==> config.mk <==
export PLATFORM = sky130hd
export DESIGN_NAME = backtick_color_code_expander_top
export DESIGN_NICKNAME = d
export VERILOG_FILES = /design/src/cec_pkg.sv /design/src/backtick_color_code_expander_top.sv /design/src/cec_queue.sv /design/src/cec_front.sv /design/src/cec_back.sv
export SDC_FILE = /design/constraint.sdc
export NUM_CORES = 1
export LEC_CHECK = 0
export BUFFER_PORTS_ARGS = -buffer_cell sky130_fd_sc_hd__buf_2
export CELL_PAD_IN_SITES_DETAIL_PLACEMENT = 1
export CELL_PAD_IN_SITES_GLOBAL_PLACEMENT = 1
export CORE_MARGIN = 5
export CORE_UTILIZATION = 40
export DETAILED_ROUTE_END_ITERATION = 16
export PLACE_DENSITY = 0.74
export SLEW_MARGIN = 20
export SYNTH_ARGS = -nofsm -noshare
export SYNTH_HDL_FRONTEND = slang
export SYNTH_SLANG_ARGS = --single-unit
==> constraint.sdc <==
create_clock -name clk_i -period 5.5 [get_ports clk_i]
set_clock_uncertainty 0.05 [all_clocks]
set_input_delay 0.55 -clock clk_i [delete_from_list [all_inputs] [get_ports clk_i]]
set_output_delay 0.55 -clock clk_i [all_outputs]
set_load 0.01 [all_outputs]
==> src/cec_pkg.sv <==
// shared types, constants and tag text functions for the backtick color code expander
`default_nettype none
package cec_pkg;

  localparam int QUEUE_DEPTH = 2;

  localparam logic [7:0] TICK_CHAR = 8'h60;

  localparam logic [103:0] COLOR_PFX = "<font color=\"";
  localparam logic [95:0]  SIZE_PFX  = "<font size=\"";
  localparam logic [23:0]  PCT_TXT   = "%3D";

  typedef struct packed {
    logic [7:0] in_byte;
    logic       last_in;
  } in_item_t;

  typedef struct packed {
    logic [7:0] out_byte;
    logic       byte_valid;
    logic       end_of_text;
  } out_item_t;

  typedef enum logic [2:0] {
    CMD_BYTE,
    CMD_PCT,
    CMD_COLOR,
    CMD_SIZE,
    CMD_EMPTY
  } cmd_kind_e;

  // arg: plain byte, color index, or {two_digit, 0, tens[1:0], ones[3:0]}
  typedef struct packed {
    cmd_kind_e  kind;
    logic       last;
    logic [7:0] arg;
  } cmd_t;

  function automatic logic [23:0] color_rgb(logic [3:0] idx);
    logic [23:0] rgb;
    case (idx)
      4'd0:    rgb = 24'h0000A8;
      4'd1:    rgb = 24'h007000;
      4'd2:    rgb = 24'h008080;
      4'd3:    rgb = 24'hFF0000;
      4'd4:    rgb = 24'hCC66CC;
      4'd5:    rgb = 24'hA85400;
      4'd6:    rgb = 24'h808080;
      4'd7:    rgb = 24'h505050;
      4'd8:    rgb = 24'h5454FC;
      4'd9:    rgb = 24'h00B000;
      4'd10:   rgb = 24'h00A0A0;
      4'd11:   rgb = 24'hFC5454;
      4'd12:   rgb = 24'hFC54FC;
      4'd13:   rgb = 24'hFFFF33;
      4'd14:   rgb = 24'hFFFFFF;
      default: rgb = 24'h000000;
    endcase
    return rgb;
  endfunction

  function automatic logic [7:0] hex_char(logic [3:0] nib);
    logic [7:0] ch;
    if (nib < 4'd10) ch = 8'h30 + {4'b0, nib};
    else ch = 8'h37 + {4'b0, nib};
    return ch;
  endfunction

  // index of the final byte a command expands to
  function automatic logic [4:0] cmd_last_idx(cmd_t c);
    logic [4:0] n;
    case (c.kind)
      CMD_PCT:   n = 5'd2;
      CMD_COLOR: n = 5'd21;
      CMD_SIZE:  n = 5'd14 + {4'b0, c.arg[7]};
      default:   n = 5'd0;
    endcase
    return n;
  endfunction

  function automatic logic [7:0] cmd_char(cmd_t c, logic [4:0] idx);
    int          i;
    int          p;
    logic [23:0] rgb;
    logic [7:0]  ch;
    i = int'(idx);
    p = 0;
    rgb = color_rgb(c.arg[3:0]);
    ch = 8'h00;
    case (c.kind)
      CMD_BYTE: ch = c.arg;
      CMD_PCT: begin
        if (i < 3) ch = PCT_TXT[8*(2-i) +: 8];
      end
      CMD_COLOR: begin
        if (i < 13) ch = COLOR_PFX[8*(12-i) +: 8];
        else if (i == 13) ch = "#";
        else if (i < 20) ch = hex_char(rgb[4*(19-i) +: 4]);
        else if (i == 20) ch = "\"";
        else ch = ">";
      end
      CMD_SIZE: begin
        if (i < 12) begin
          ch = SIZE_PFX[8*(11-i) +: 8];
        end else begin
          p = i - 12;
          if (!c.arg[7]) p = p + 1;
          if (p == 0) ch = 8'h30 + {6'b0, c.arg[5:4]};
          else if (p == 1) ch = 8'h30 + {4'b0, c.arg[3:0]};
          else if (p == 2) ch = "\"";
          else ch = ">";
        end
      end
      default: ch = 8'h00;
    endcase
    return ch;
  endfunction

endpackage
`default_nettype wire

==> src/backtick_color_code_expander_top.sv <==
// top level of the backtick color code expander
`default_nettype none
// Rewrites a byte stream, expanding backtick escapes into HTML font tags or %3D (or
// dropping them when strip_mode is set). Plain bytes flow through at one item per cycle
// while the queue has room. An escape expands to up to 22 result bytes, which the back
// sequencer emits one per cycle unless stalled, from the head of a QueueDepth-entry
// command queue; the input keeps taking items until that queue is full. Results pass
// through the queue, then the output register. Write strip_mode only while idle.
module backtick_color_code_expander_top #(
  parameter int QueueDepth = cec_pkg::QUEUE_DEPTH
) (
  input  wire                clk_i,
  input  wire                rst_ni,
  input  wire                cfg_valid_i,
  output logic               cfg_ready_o,
  input  wire                cfg_strip_mode_i,
  input  wire                in_valid_i,
  output logic               in_ready_o,
  input  cec_pkg::in_item_t  in_data_i,
  output logic               out_valid_o,
  input  wire                out_ready_i,
  output cec_pkg::out_item_t out_data_o
);
  import cec_pkg::*;

  logic cmd_push;
  cmd_t cmd;
  logic q_full;
  logic head_valid;
  cmd_t head;
  logic pop;

  assign cfg_ready_o = 1'b1;

  cec_front u_front (
    .clk_i            (clk_i),
    .rst_ni           (rst_ni),
    .cfg_valid_i      (cfg_valid_i),
    .cfg_strip_mode_i (cfg_strip_mode_i),
    .in_valid_i       (in_valid_i),
    .in_ready_o       (in_ready_o),
    .in_data_i        (in_data_i),
    .q_full_i         (q_full),
    .cmd_push_o       (cmd_push),
    .cmd_o            (cmd)
  );

  cec_queue #(
    .Depth (QueueDepth)
  ) u_queue (
    .clk_i      (clk_i),
    .rst_ni     (rst_ni),
    .wr_valid_i (cmd_push),
    .wr_data_i  (cmd),
    .full_o     (q_full),
    .rd_valid_o (head_valid),
    .rd_data_o  (head),
    .rd_pop_i   (pop)
  );

  cec_back u_back (
    .clk_i        (clk_i),
    .rst_ni       (rst_ni),
    .head_valid_i (head_valid),
    .head_i       (head),
    .pop_o        (pop),
    .out_valid_o  (out_valid_o),
    .out_ready_i  (out_ready_i),
    .out_data_o   (out_data_o)
  );

`ifndef SYNTHESIS
  a_no_push_when_full: assert property (@(posedge clk_i) disable iff (!rst_ni)
    !(cmd_push && q_full))
    else $error("command pushed into a full queue");

  a_bare_marker_ends_text: assert property (@(posedge clk_i) disable iff (!rst_ni)
    out_valid_o && !out_data_o.byte_valid |-> out_data_o.end_of_text)
    else $error("empty item without end of text");

  a_bare_marker_zero: assert property (@(posedge clk_i) disable iff (!rst_ni)
    out_valid_o && !out_data_o.byte_valid |-> out_data_o.out_byte == 8'h00)
    else $error("empty item carries a nonzero byte");

  a_pop_only_with_head: assert property (@(posedge clk_i) disable iff (!rst_ni)
    pop |-> head_valid)
    else $error("back end popped an empty queue");
`endif

endmodule
`default_nettype wire

==> src/cec_queue.sv <==
// short command queue between the front classifier and the back sequencer
`default_nettype none
module cec_queue #(
  parameter int Depth = 2
) (
  input  wire              clk_i,
  input  wire              rst_ni,
  input  wire              wr_valid_i,
  input  cec_pkg::cmd_t    wr_data_i,
  output logic             full_o,
  output logic             rd_valid_o,
  output cec_pkg::cmd_t    rd_data_o,
  input  wire              rd_pop_i
);
  import cec_pkg::*;

  localparam int PtrW = (Depth > 1) ? $clog2(Depth) : 1;
  localparam int CntW = $clog2(Depth + 1);

  cmd_t            mem_q [Depth];
  logic [PtrW-1:0] wr_ptr_q, wr_ptr_d;
  logic [PtrW-1:0] rd_ptr_q, rd_ptr_d;
  logic [CntW-1:0] cnt_q, cnt_d;
  logic            push, pop;

  assign full_o     = (cnt_q == CntW'(Depth));
  assign rd_valid_o = (cnt_q != '0);
  assign rd_data_o  = mem_q[rd_ptr_q];
  assign push       = wr_valid_i && !full_o;
  assign pop        = rd_pop_i && rd_valid_o;

  always_comb begin
    wr_ptr_d = wr_ptr_q;
    rd_ptr_d = rd_ptr_q;
    cnt_d    = cnt_q;
    if (push) begin
      wr_ptr_d = (wr_ptr_q == PtrW'(Depth - 1)) ? '0 : wr_ptr_q + 1'b1;
    end
    if (pop) begin
      rd_ptr_d = (rd_ptr_q == PtrW'(Depth - 1)) ? '0 : rd_ptr_q + 1'b1;
    end
    if (push && !pop) cnt_d = cnt_q + 1'b1;
    else if (pop && !push) cnt_d = cnt_q - 1'b1;
  end

  always_ff @(posedge clk_i or negedge rst_ni) begin
    if (!rst_ni) begin
      wr_ptr_q <= '0;
      rd_ptr_q <= '0;
      cnt_q    <= '0;
    end else begin
      wr_ptr_q <= wr_ptr_d;
      rd_ptr_q <= rd_ptr_d;
      cnt_q    <= cnt_d;
    end
  end

  always_ff @(posedge clk_i) begin
    if (push) begin
      mem_q[wr_ptr_q] <= wr_data_i;
    end
  end

endmodule
`default_nettype wire

==> src/cec_front.sv <==
// front end: takes input items, tracks the escape phase, turns plain bytes and escapes into commands
`default_nettype none
module cec_front (
  input  wire                clk_i,
  input  wire                rst_ni,
  input  wire                cfg_valid_i,
  input  wire                cfg_strip_mode_i,
  input  wire                in_valid_i,
  output logic               in_ready_o,
  input  cec_pkg::in_item_t  in_data_i,
  input  wire                q_full_i,
  output logic               cmd_push_o,
  output cec_pkg::cmd_t      cmd_o
);
  import cec_pkg::*;

  localparam logic [1:0] PH_IDLE = 2'd0;
  localparam logic [1:0] PH_TICK = 2'd1;
  localparam logic [1:0] PH_SIZE = 2'd2;

  logic [1:0] phase_q, phase_d;
  logic       strip_q;
  logic       accept;
  logic       emit;
  logic [7:0] b;
  logic       last;
  logic [4:0] col;
  logic [3:0] digit;
  logic [4:0] size;
  logic [1:0] tens;
  logic [4:0] ones;

  // {hit, color index}
  function automatic logic [4:0] color_lookup(logic [7:0] c);
    logic [4:0] r;
    case (c)
      "1":      r = {1'b1, 4'd0};
      "2":      r = {1'b1, 4'd1};
      "3":      r = {1'b1, 4'd2};
      "4":      r = {1'b1, 4'd3};
      "5":      r = {1'b1, 4'd4};
      "6":      r = {1'b1, 4'd5};
      "7":      r = {1'b1, 4'd6};
      "8":      r = {1'b1, 4'd7};
      "9":      r = {1'b1, 4'd8};
      "0":      r = {1'b1, 4'd9};
      "!":      r = {1'b1, 4'd10};
      "@":      r = {1'b1, 4'd11};
      "#":      r = {1'b1, 4'd12};
      "$", "y": r = {1'b1, 4'd13};
      "w":      r = {1'b1, 4'd14};
      "^":      r = {1'b1, 4'd15};
      default:  r = 5'd0;
    endcase
    return r;
  endfunction

  assign in_ready_o = !q_full_i;
  assign accept     = in_valid_i && in_ready_o;
  assign b          = in_data_i.in_byte;
  assign last       = in_data_i.last_in;
  assign col        = color_lookup(b);

  // font size is 8 plus twice the digit, split into decimal digits
  always_comb begin
    digit = (b >= "0" && b <= "9") ? b[3:0] - 4'd0 : 4'd0;
    if (b < "0" || b > "9") digit = 4'd0;
    size = 5'd8 + {digit, 1'b0};
    if (size >= 5'd20) tens = 2'd2;
    else if (size >= 5'd10) tens = 2'd1;
    else tens = 2'd0;
    ones = size - ((tens == 2'd2) ? 5'd20 : (tens == 2'd1) ? 5'd10 : 5'd0);
  end

  always_comb begin
    phase_d  = PH_IDLE;
    emit     = 1'b0;
    cmd_o    = '{kind: CMD_BYTE, last: last, arg: b};
    case (phase_q)
      PH_TICK: begin
        if (b == "f" && !last) begin
          phase_d = PH_SIZE;
        end else if (!strip_q) begin
          emit = 1'b1;
          if (b == "=") begin
            cmd_o.kind = CMD_PCT;
          end else if (col[4]) begin
            cmd_o.kind = CMD_COLOR;
            cmd_o.arg  = {4'b0, col[3:0]};
          end else begin
            cmd_o.arg = TICK_CHAR;
          end
        end
      end
      PH_SIZE: begin
        if (!strip_q) begin
          emit       = 1'b1;
          cmd_o.kind = CMD_SIZE;
          cmd_o.arg  = {tens != 2'd0, 1'b0, tens, ones[3:0]};
        end
      end
      default: begin
        if (b == TICK_CHAR) begin
          if (last) begin
            emit = !strip_q;
          end else begin
            phase_d = PH_TICK;
          end
        end else begin
          emit = 1'b1;
        end
      end
    endcase
    if (last) begin
      phase_d = PH_IDLE;
      if (!emit) begin
        cmd_o.kind = CMD_EMPTY;
        cmd_o.arg  = 8'h00;
      end
    end
  end

  // a last byte always yields a command, even if only an end marker
  assign cmd_push_o = accept && (emit || last);

  always_ff @(posedge clk_i or negedge rst_ni) begin
    if (!rst_ni) begin
      phase_q <= PH_IDLE;
      strip_q <= 1'b0;
    end else begin
      if (accept) phase_q <= phase_d;
      if (cfg_valid_i) strip_q <= cfg_strip_mode_i;
    end
  end

endmodule
`default_nettype wire

==> src/cec_back.sv <==
// back end: walks each queued command and emits its bytes into the output register
`default_nettype none
module cec_back (
  input  wire                clk_i,
  input  wire                rst_ni,
  input  wire                head_valid_i,
  input  cec_pkg::cmd_t      head_i,
  output logic               pop_o,
  output logic               out_valid_o,
  input  wire                out_ready_i,
  output cec_pkg::out_item_t out_data_o
);
  import cec_pkg::*;

  logic [4:0] idx_q, idx_d;
  logic       out_valid_q;
  out_item_t  out_q;
  logic       advance;
  logic       go;
  logic       at_end;
  logic       empty_cmd;

  assign advance   = !out_valid_q || out_ready_i;
  assign go        = advance && head_valid_i;
  assign at_end    = (idx_q == cmd_last_idx(head_i));
  assign pop_o     = go && at_end;
  assign empty_cmd = (head_i.kind == CMD_EMPTY);

  always_comb begin
    idx_d = idx_q;
    if (go) idx_d = at_end ? 5'd0 : idx_q + 5'd1;
  end

  always_ff @(posedge clk_i or negedge rst_ni) begin
    if (!rst_ni) begin
      idx_q       <= 5'd0;
      out_valid_q <= 1'b0;
    end else begin
      idx_q <= idx_d;
      if (go) out_valid_q <= 1'b1;
      else if (out_ready_i) out_valid_q <= 1'b0;
    end
  end

  always_ff @(posedge clk_i) begin
    if (go) begin
      out_q.out_byte    <= empty_cmd ? 8'h00 : cmd_char(head_i, idx_q);
      out_q.byte_valid  <= !empty_cmd;
      out_q.end_of_text <= head_i.last && at_end;
    end
  end

  assign out_valid_o = out_valid_q;
  assign out_data_o  = out_q;

endmodule
`default_nettype wire

# Word-level counts from Yosys, hierarchy flattened
# Memories as Yosys holds them, arrays and structs flattened.
# Index checks and enable logic that the tools add are counted.
# W data, S select, Z words.
dict set report op_classes {
  add_sub_neg 18
  n_mux 58
  n_shift 4
  reduce_logical 28
  magnitude_cmp 11
  n_eq_ne 34
}
# cell n
set op_table {}
lappend op_table {{$mux W32} 4}
lappend op_table {{$eq A8 B6 Y1 const B} 14}
lappend op_table {{$mux W8} 14}
lappend op_table {{$shiftx A104 B32 Y8 const A} 1}
lappend op_table {{$shiftx A96 B32 Y8 const A} 1}
lappend op_table {{$pmux W5 S16} 1}
lappend op_table {{$eq A8 B7 Y1 const B} 6}
lappend op_table {{$add A32 B2 Y32 const B} 1}
lappend op_table {{$eq A32 B2 Y1 const B} 1}
lappend op_table {{$eq A32 B3 Y1 const B} 1}
lappend op_table {{$logic_not A32 Y1} 1}
lappend op_table {{$pmux W8 S4} 1}
lappend op_table {{$shiftx A24 B32 Y4} 1}
lappend op_table {{$shiftx A24 B32 Y8 const A} 1}
lappend op_table {{$mux W24} 1}
lappend op_table {{$add A6 B4 Y7 const A} 3}
lappend op_table {{$mux W4} 4}
lappend op_table {{$pmux W8 S2} 1}
lappend op_table {{$mux W3} 5}
lappend op_table {{$mux W5} 3}
lappend op_table {{$pmux W5 S3} 1}
lappend op_table {{$mux W2} 7}
lappend op_table {{$mux W1} 12}
lappend op_table {{$sub A4 B5 Y6 const A} 2}
lappend op_table {{other kinds (38)} 66}
dict set report word_totals {
  mem_count 2
  word_cells 165
  ram_bits 24
  output_inout_bits 13
  ff_bits 23
  romBits 384
  in_bits 15
}
# name words word_bits read_ports rd_ports_with_merged_regs write_ports line_no
set mem_list {}
lappend mem_list {{(no name shown)} 16 24 1 0 0 cec_pkg.sv:41} ;# case (idx)
lappend mem_list {u_queue.mem_q 2 12 1 0 1 cec_queue.sv:20} ;# cmd_t mem_q [Depth];

# Logic depth before layout (Yosys ltp)
dict set report logic_depth {
  word_depth 16
  ltp_mapped 17
  mapped_depth_nobuf 14
}

# Modules after synthesis
# A second synthesis with hierarchy kept.
dict set report hier_totals {
  hier_cells 578
  area_unflattened_um2 4878.4
}
# mod area_each_um2 seq_area_each_um2 cells_each instances
set modules_own_cells {}
lappend modules_own_cells {cec_back 2677.6 450.4 363 1}
lappend modules_own_cells {cec_front 1119.8 75.1 157 1}
lappend modules_own_cells {cec_queue 1069.8 820.8 56 1}
lappend modules_own_cells {backtick_color_code_expander_top 11.3 0.0 2 1}

# Least setup slack after synthesis
# OpenSTA, ideal clock, no wires.
dict set report synth_path {
  path_kind {reg-to-reg}
  from {register u_back.idx_q[2]}
  to {register u_back.out_q (netlist bit u_back.out_data_o[5]), data pin}
  arrival_ps 3606
  path_stages_with_launch 17
  t_required_ps 5193
  path_slack_ps 1587
  path_cell_list {dfrtp_1 clkbuf_1 clkinv_1 ha_1 clkbuf_1 nand2_1 nor2_1 nand2_1 ha_1 nor4b_1 and4_1 a22oi_1 or2_2 or3_1 o21bai_1 nand2_1 a32o_1}
}
dict set report synth_via {
  elab_chain_len 12
}
# element line_no
set synth_lines {}
lappend synth_lines {{start, declared} cec_back.sv:15} ;# logic [4:0] idx_q, idx_d;
lappend synth_lines {{start signal, assigned} cec_back.sv:39} ;# idx_q <= idx_d;
lappend synth_lines {{$sub A5 B4 Y6} cec_pkg.sv:106} ;# p = i - 12;
lappend synth_lines {{$add A32 B2 Y32} cec_pkg.sv:107} ;# if (!c.arg[7]) p = p + 1;
lappend synth_lines {{$mux W32} cec_pkg.sv:107}
lappend synth_lines {{$mux W32} cec_pkg.sv:103} ;# if (i < 12) begin
lappend synth_lines {{$mux W32} cec_pkg.sv:90} ;# case (c.kind)
lappend synth_lines {{$mux W32} cec_back.sv:46} ;# if (go) begin
lappend synth_lines {{$eq A32 B3 Y1} cec_pkg.sv:110} ;# else if (p == 2) ch = "\"";
lappend synth_lines {{$mux W5} cec_pkg.sv:110}
lappend synth_lines {{$mux W8} cec_pkg.sv:109} ;# else if (p == 1) ch = 8'h30 + {4'b0, c.arg[3:0]};
lappend synth_lines {{$mux W8} cec_pkg.sv:108} ;# if (p == 0) ch = 8'h30 + {6'b0, c.arg[5:4]};
lappend synth_lines {{$mux W8} cec_pkg.sv:103}
lappend synth_lines {{$pmux W8 S4 (*)} cec_pkg.sv:90}
lappend synth_lines {{end, declared} cec_back.sv:17} ;# out_item_t out_q;
# Mark *: on every way between the ends. The rest lies on a longest branch, timed or not. The select of a mux whose other input is x is not followed.
# A chain may end at the register's enable or synchronous reset.

# Final worst setup path
dict set report layout_path {
  from {register u_back.idx_q[4]}
  to {register u_back.out_q (netlist bit u_back.out_data_o[2]), data pin}
}
dict set report layout_via {
  elab_chain_len 11
}
# element line_no
set layout_lines {}
lappend layout_lines {{$sub A5 B4 Y6} cec_pkg.sv:106}
lappend layout_lines {{$add A32 B2 Y32} cec_pkg.sv:107}
lappend layout_lines {{$mux W32} cec_pkg.sv:107}
lappend layout_lines {{$mux W32} cec_pkg.sv:103}
lappend layout_lines {{$mux W32} cec_pkg.sv:90}
lappend layout_lines {{$mux W32} cec_back.sv:46}
lappend layout_lines {{$eq A32 B2 Y1} cec_pkg.sv:109}
lappend layout_lines {{$mux W8} cec_pkg.sv:109}
lappend layout_lines {{$mux W8} cec_pkg.sv:108}
lappend layout_lines {{$mux W8} cec_pkg.sv:103}
lappend layout_lines {{$pmux W8 S4 (*)} cec_pkg.sv:90}
# Marks and branches as above.

==> run metrics <==
status=finished, final reports clean; clk sinks=47; Mean Syn Cell Area=7.952 sq um; Total Wirelength=15.79 mm; share of cells above drive strength 1=8.929%; # resized after CTS=0; Initial Utilization=40.78%; Area contributors post-synth=edfxtp_1, ha_1, dfrtp_1; DIE AREA=14560 sq um; # fillers=1480; peak supply drop=0.0002470 V; relative slew slack=28.32%; Peak Freq=221.9 MHz; hold buffer count at cts=0; Setup Viol. Count Final=0; GRT Resource Usage Total=21.87%; Routed Antenna Nets=0; Tot Pwr=2.937 mW; Final TNS setup=0 ps; clk root buf=clkbuf_16; sw frac=51.84%; worst r2r src=u_back.idx_q[4]$_DFFE_PN0P_; detailed placer's ending HPWL=12.11 mm; flip-flop and latch area=1346 sq um; Logic pwr share=65.5%; Worst setup SP type=register; crit path from=u_back.idx_q[4]$_DFFE_PN0P_; final instance area=5238 sq um; number of DRC markers in iteration 0=300; Slew Viols, Final=0; RSZ-0062 raised after global routing=false; post-synthesis cell area=4898 sq um; PwrDens=560.8 nW/um^2; Synth Register Bits=47; Crit path required time=5590 ps; Remaining Overflow, GRT=0; net count after synthesis=660; Seq pwr share=22.6%; R2R depth=13; Netlist cell types=78; port buffer count=26; Final GP Congestion=0.9580; antenna violations before repair=0; area occupied by multi-input gates=3271 sq um; setup bufs post-CTS=0; crit path time final=4507 ps; sw power=1.523 mW; H-tree depth=2; Final #Nets=659; maximum clock path buffer count=2; commonest register cell after synthesis=edfxtp_1; Area Growth Syn to Fin=6.922%; ys async rst share=27.66%; crit end category=register; Synth Warn #=0; TritonCTS Buffers=5; internal power=1.415 mW; DIE WIDTH=120.7 microns; Synth top area share=20.84%; Core Area=12010 sq um; cell area after placement=5066 sq um; Worst-path clk slew=70 ps; CTS tree=yes; clk_lat worst skew=290 ps; Clock Power Share=11.9%; Die H=120.7 microns; largest net degree at the start of global routing=25; WP data arrival=4600 ps; vias per cell=6.292; WL/cell=20.69 microns; # IOs=28; Synth Instances=616; EDFF count, synth=34; worst slack, placed=1106 ps; worst-path maximum fanout=12; number of global-route vias before repair=5002; total number of vias=4801; Setup CP Type=reg2reg; cell taking the most area after synthesis=edfxtp_1; Remaining DRCs=0; diode count=0; final critical-path share of the clock period=81.95%; Tightest Pin Transition=1071 ps; sequential area share after synthesis=27.48%; HP Class=in2async; DR pass1 iterations=5; Fin. Hold Viols=0; row count=40; min setup slack post-route=992.9 ps; global-route wire length before repair=25.88 mm; LEAKAGE=1.902 nW; MaxCap Viol Count=0
[area by class of cell]
class | instances | area share (%)
clock inverters | 3 | 0.8839
well taps | 147 | 3.512
flip-flops and latches | 47 | 25.70
multi-input cells | 504 | 62.45
repair buffers | 31 | 3.201
inverters | 26 | 1.863
clock buffers | 5 | 2.389
[cell families after synthesis]
| family | synth area share [%] |
|---|---|
| AO/OA/AOI/OAI | 25.29 |
| other | 0.07655 |
| AND/OR/NAND/NOR | 24.98 |
| flip-flops | 27.48 |
| XOR/XNOR | 3.755 |
| adder cells (fa/ha/maj) | 7.561 |
| buffers and inverters | 5.747 |
| multiplexers | 5.108 |
[metal layers]
metal	vias up	GRT usage (%)	routed length, microns
li1	2278	-	-
met1	2351	28.12	6884
met5	-	0	0
met2	138	37.90	7691
met4	0	8.428	495
met3	34	2.011	713
[power groups by stage]
stage	clock [mW]	combinational (mW)	sequential, mW
floorplan	0	1.41	0.606
global placement	0	1.81	0.661
detailed placement	0	1.88	0.669
CTS	0.355	1.89	0.665
global route	0.372	2.10	0.683
finish	0.349	1.92	0.665
[state kept, by name, summed over array words and instances, names as in the netlist]
signal / flops
u_back.idx_q: 5
u_back.out_data_o: 10
u_back.out_valid_o: 1
u_front.phase_q: 2
u_front.strip_q: 1
u_queue.cnt_q: 2
u_queue.mem_q: 24
u_queue.rd_ptr_q: 1
u_queue.wr_ptr_q: 1
[per-stage QoR]
stage / cells / hold slack [ps] / utilization, %
2_1_floorplan: 616 / 204.4 / -
3_3_place_gp: 755 / 420.0 / 42.18
3_5_place_dp: 755 / 430.1 / 42.18
4_1_cts: 763 / 111.4 / 43.60
5_1_grt: 763 / 121.6 / 43.60
6_report: 763 / 107.8 / 43.60
[worst paths after layout]
kind	slack, ps	endpoint
min in group clk_i	440	u_queue.wr_ptr_q$_DFFE_PN0P_
hold / removal	110	u_back.idx_q[0]$_DFFE_PN0P_
setup reg to reg	990	u_back.out_data_o[2]$_SDFFCE_PN0P_
hold reg to reg	440	u_queue.wr_ptr_q$_DFFE_PN0P_
setup / recovery	990	u_back.out_data_o[2]$_SDFFCE_PN0P_
max in group asynchronous	5020	u_back.idx_q[2]$_DFFE_PN0P_
[synthesized netlist by cell type (14+ instances only)]
cell type,number
a21oi_1,47
clkbuf_1,22
edfxtp_1,34
ha_1,28
inv_1,23
mux2i_1,15
nand2_1,61
nand2b_1,22
nand3_1,23
nor2_1,65
nor2b_1,20
o21ai_0,33
o31ai_1,14
xnor2_1,16
[layout by cell type (no fill, tap or decap), types with 4 or more instances in the layout]
master,instances
a2111oi_0,4
a211oi_1,8
a21oi_1,47
a221oi_1,9
a31oi_1,10
and2_1,5
buf_2,26
buf_4,5
clkbuf_16,5
dfrtp_1,13
edfxtp_1,34
ha_1,28
inv_1,23
mux2i_1,15
nand2_1,61
nand2b_1,22
nand3_1,23
nand4_1,7
nor2_1,65
nor2b_1,20
nor3_1,11
nor4_1,4
o211ai_1,7
o21ai_0,33
o22ai_1,8
o31ai_1,14
o32ai_1,4
or3_1,8
xnor2_1,16
xor2_1,5
[worst max-delay path: stages (launching register included)]
cell,delay (ps)
dfrtp_1,720
inv_1,290
ha_1,470
nor2b_1,480
nand3_1,150
ha_1,220
nor4b_1,270
and4_1,280
a22oi_1,80
or2_2,320
or3_1,420
o31ai_1,340
a221oi_1,140
o21ai_0,100
(Power assumes the default switching activity.)
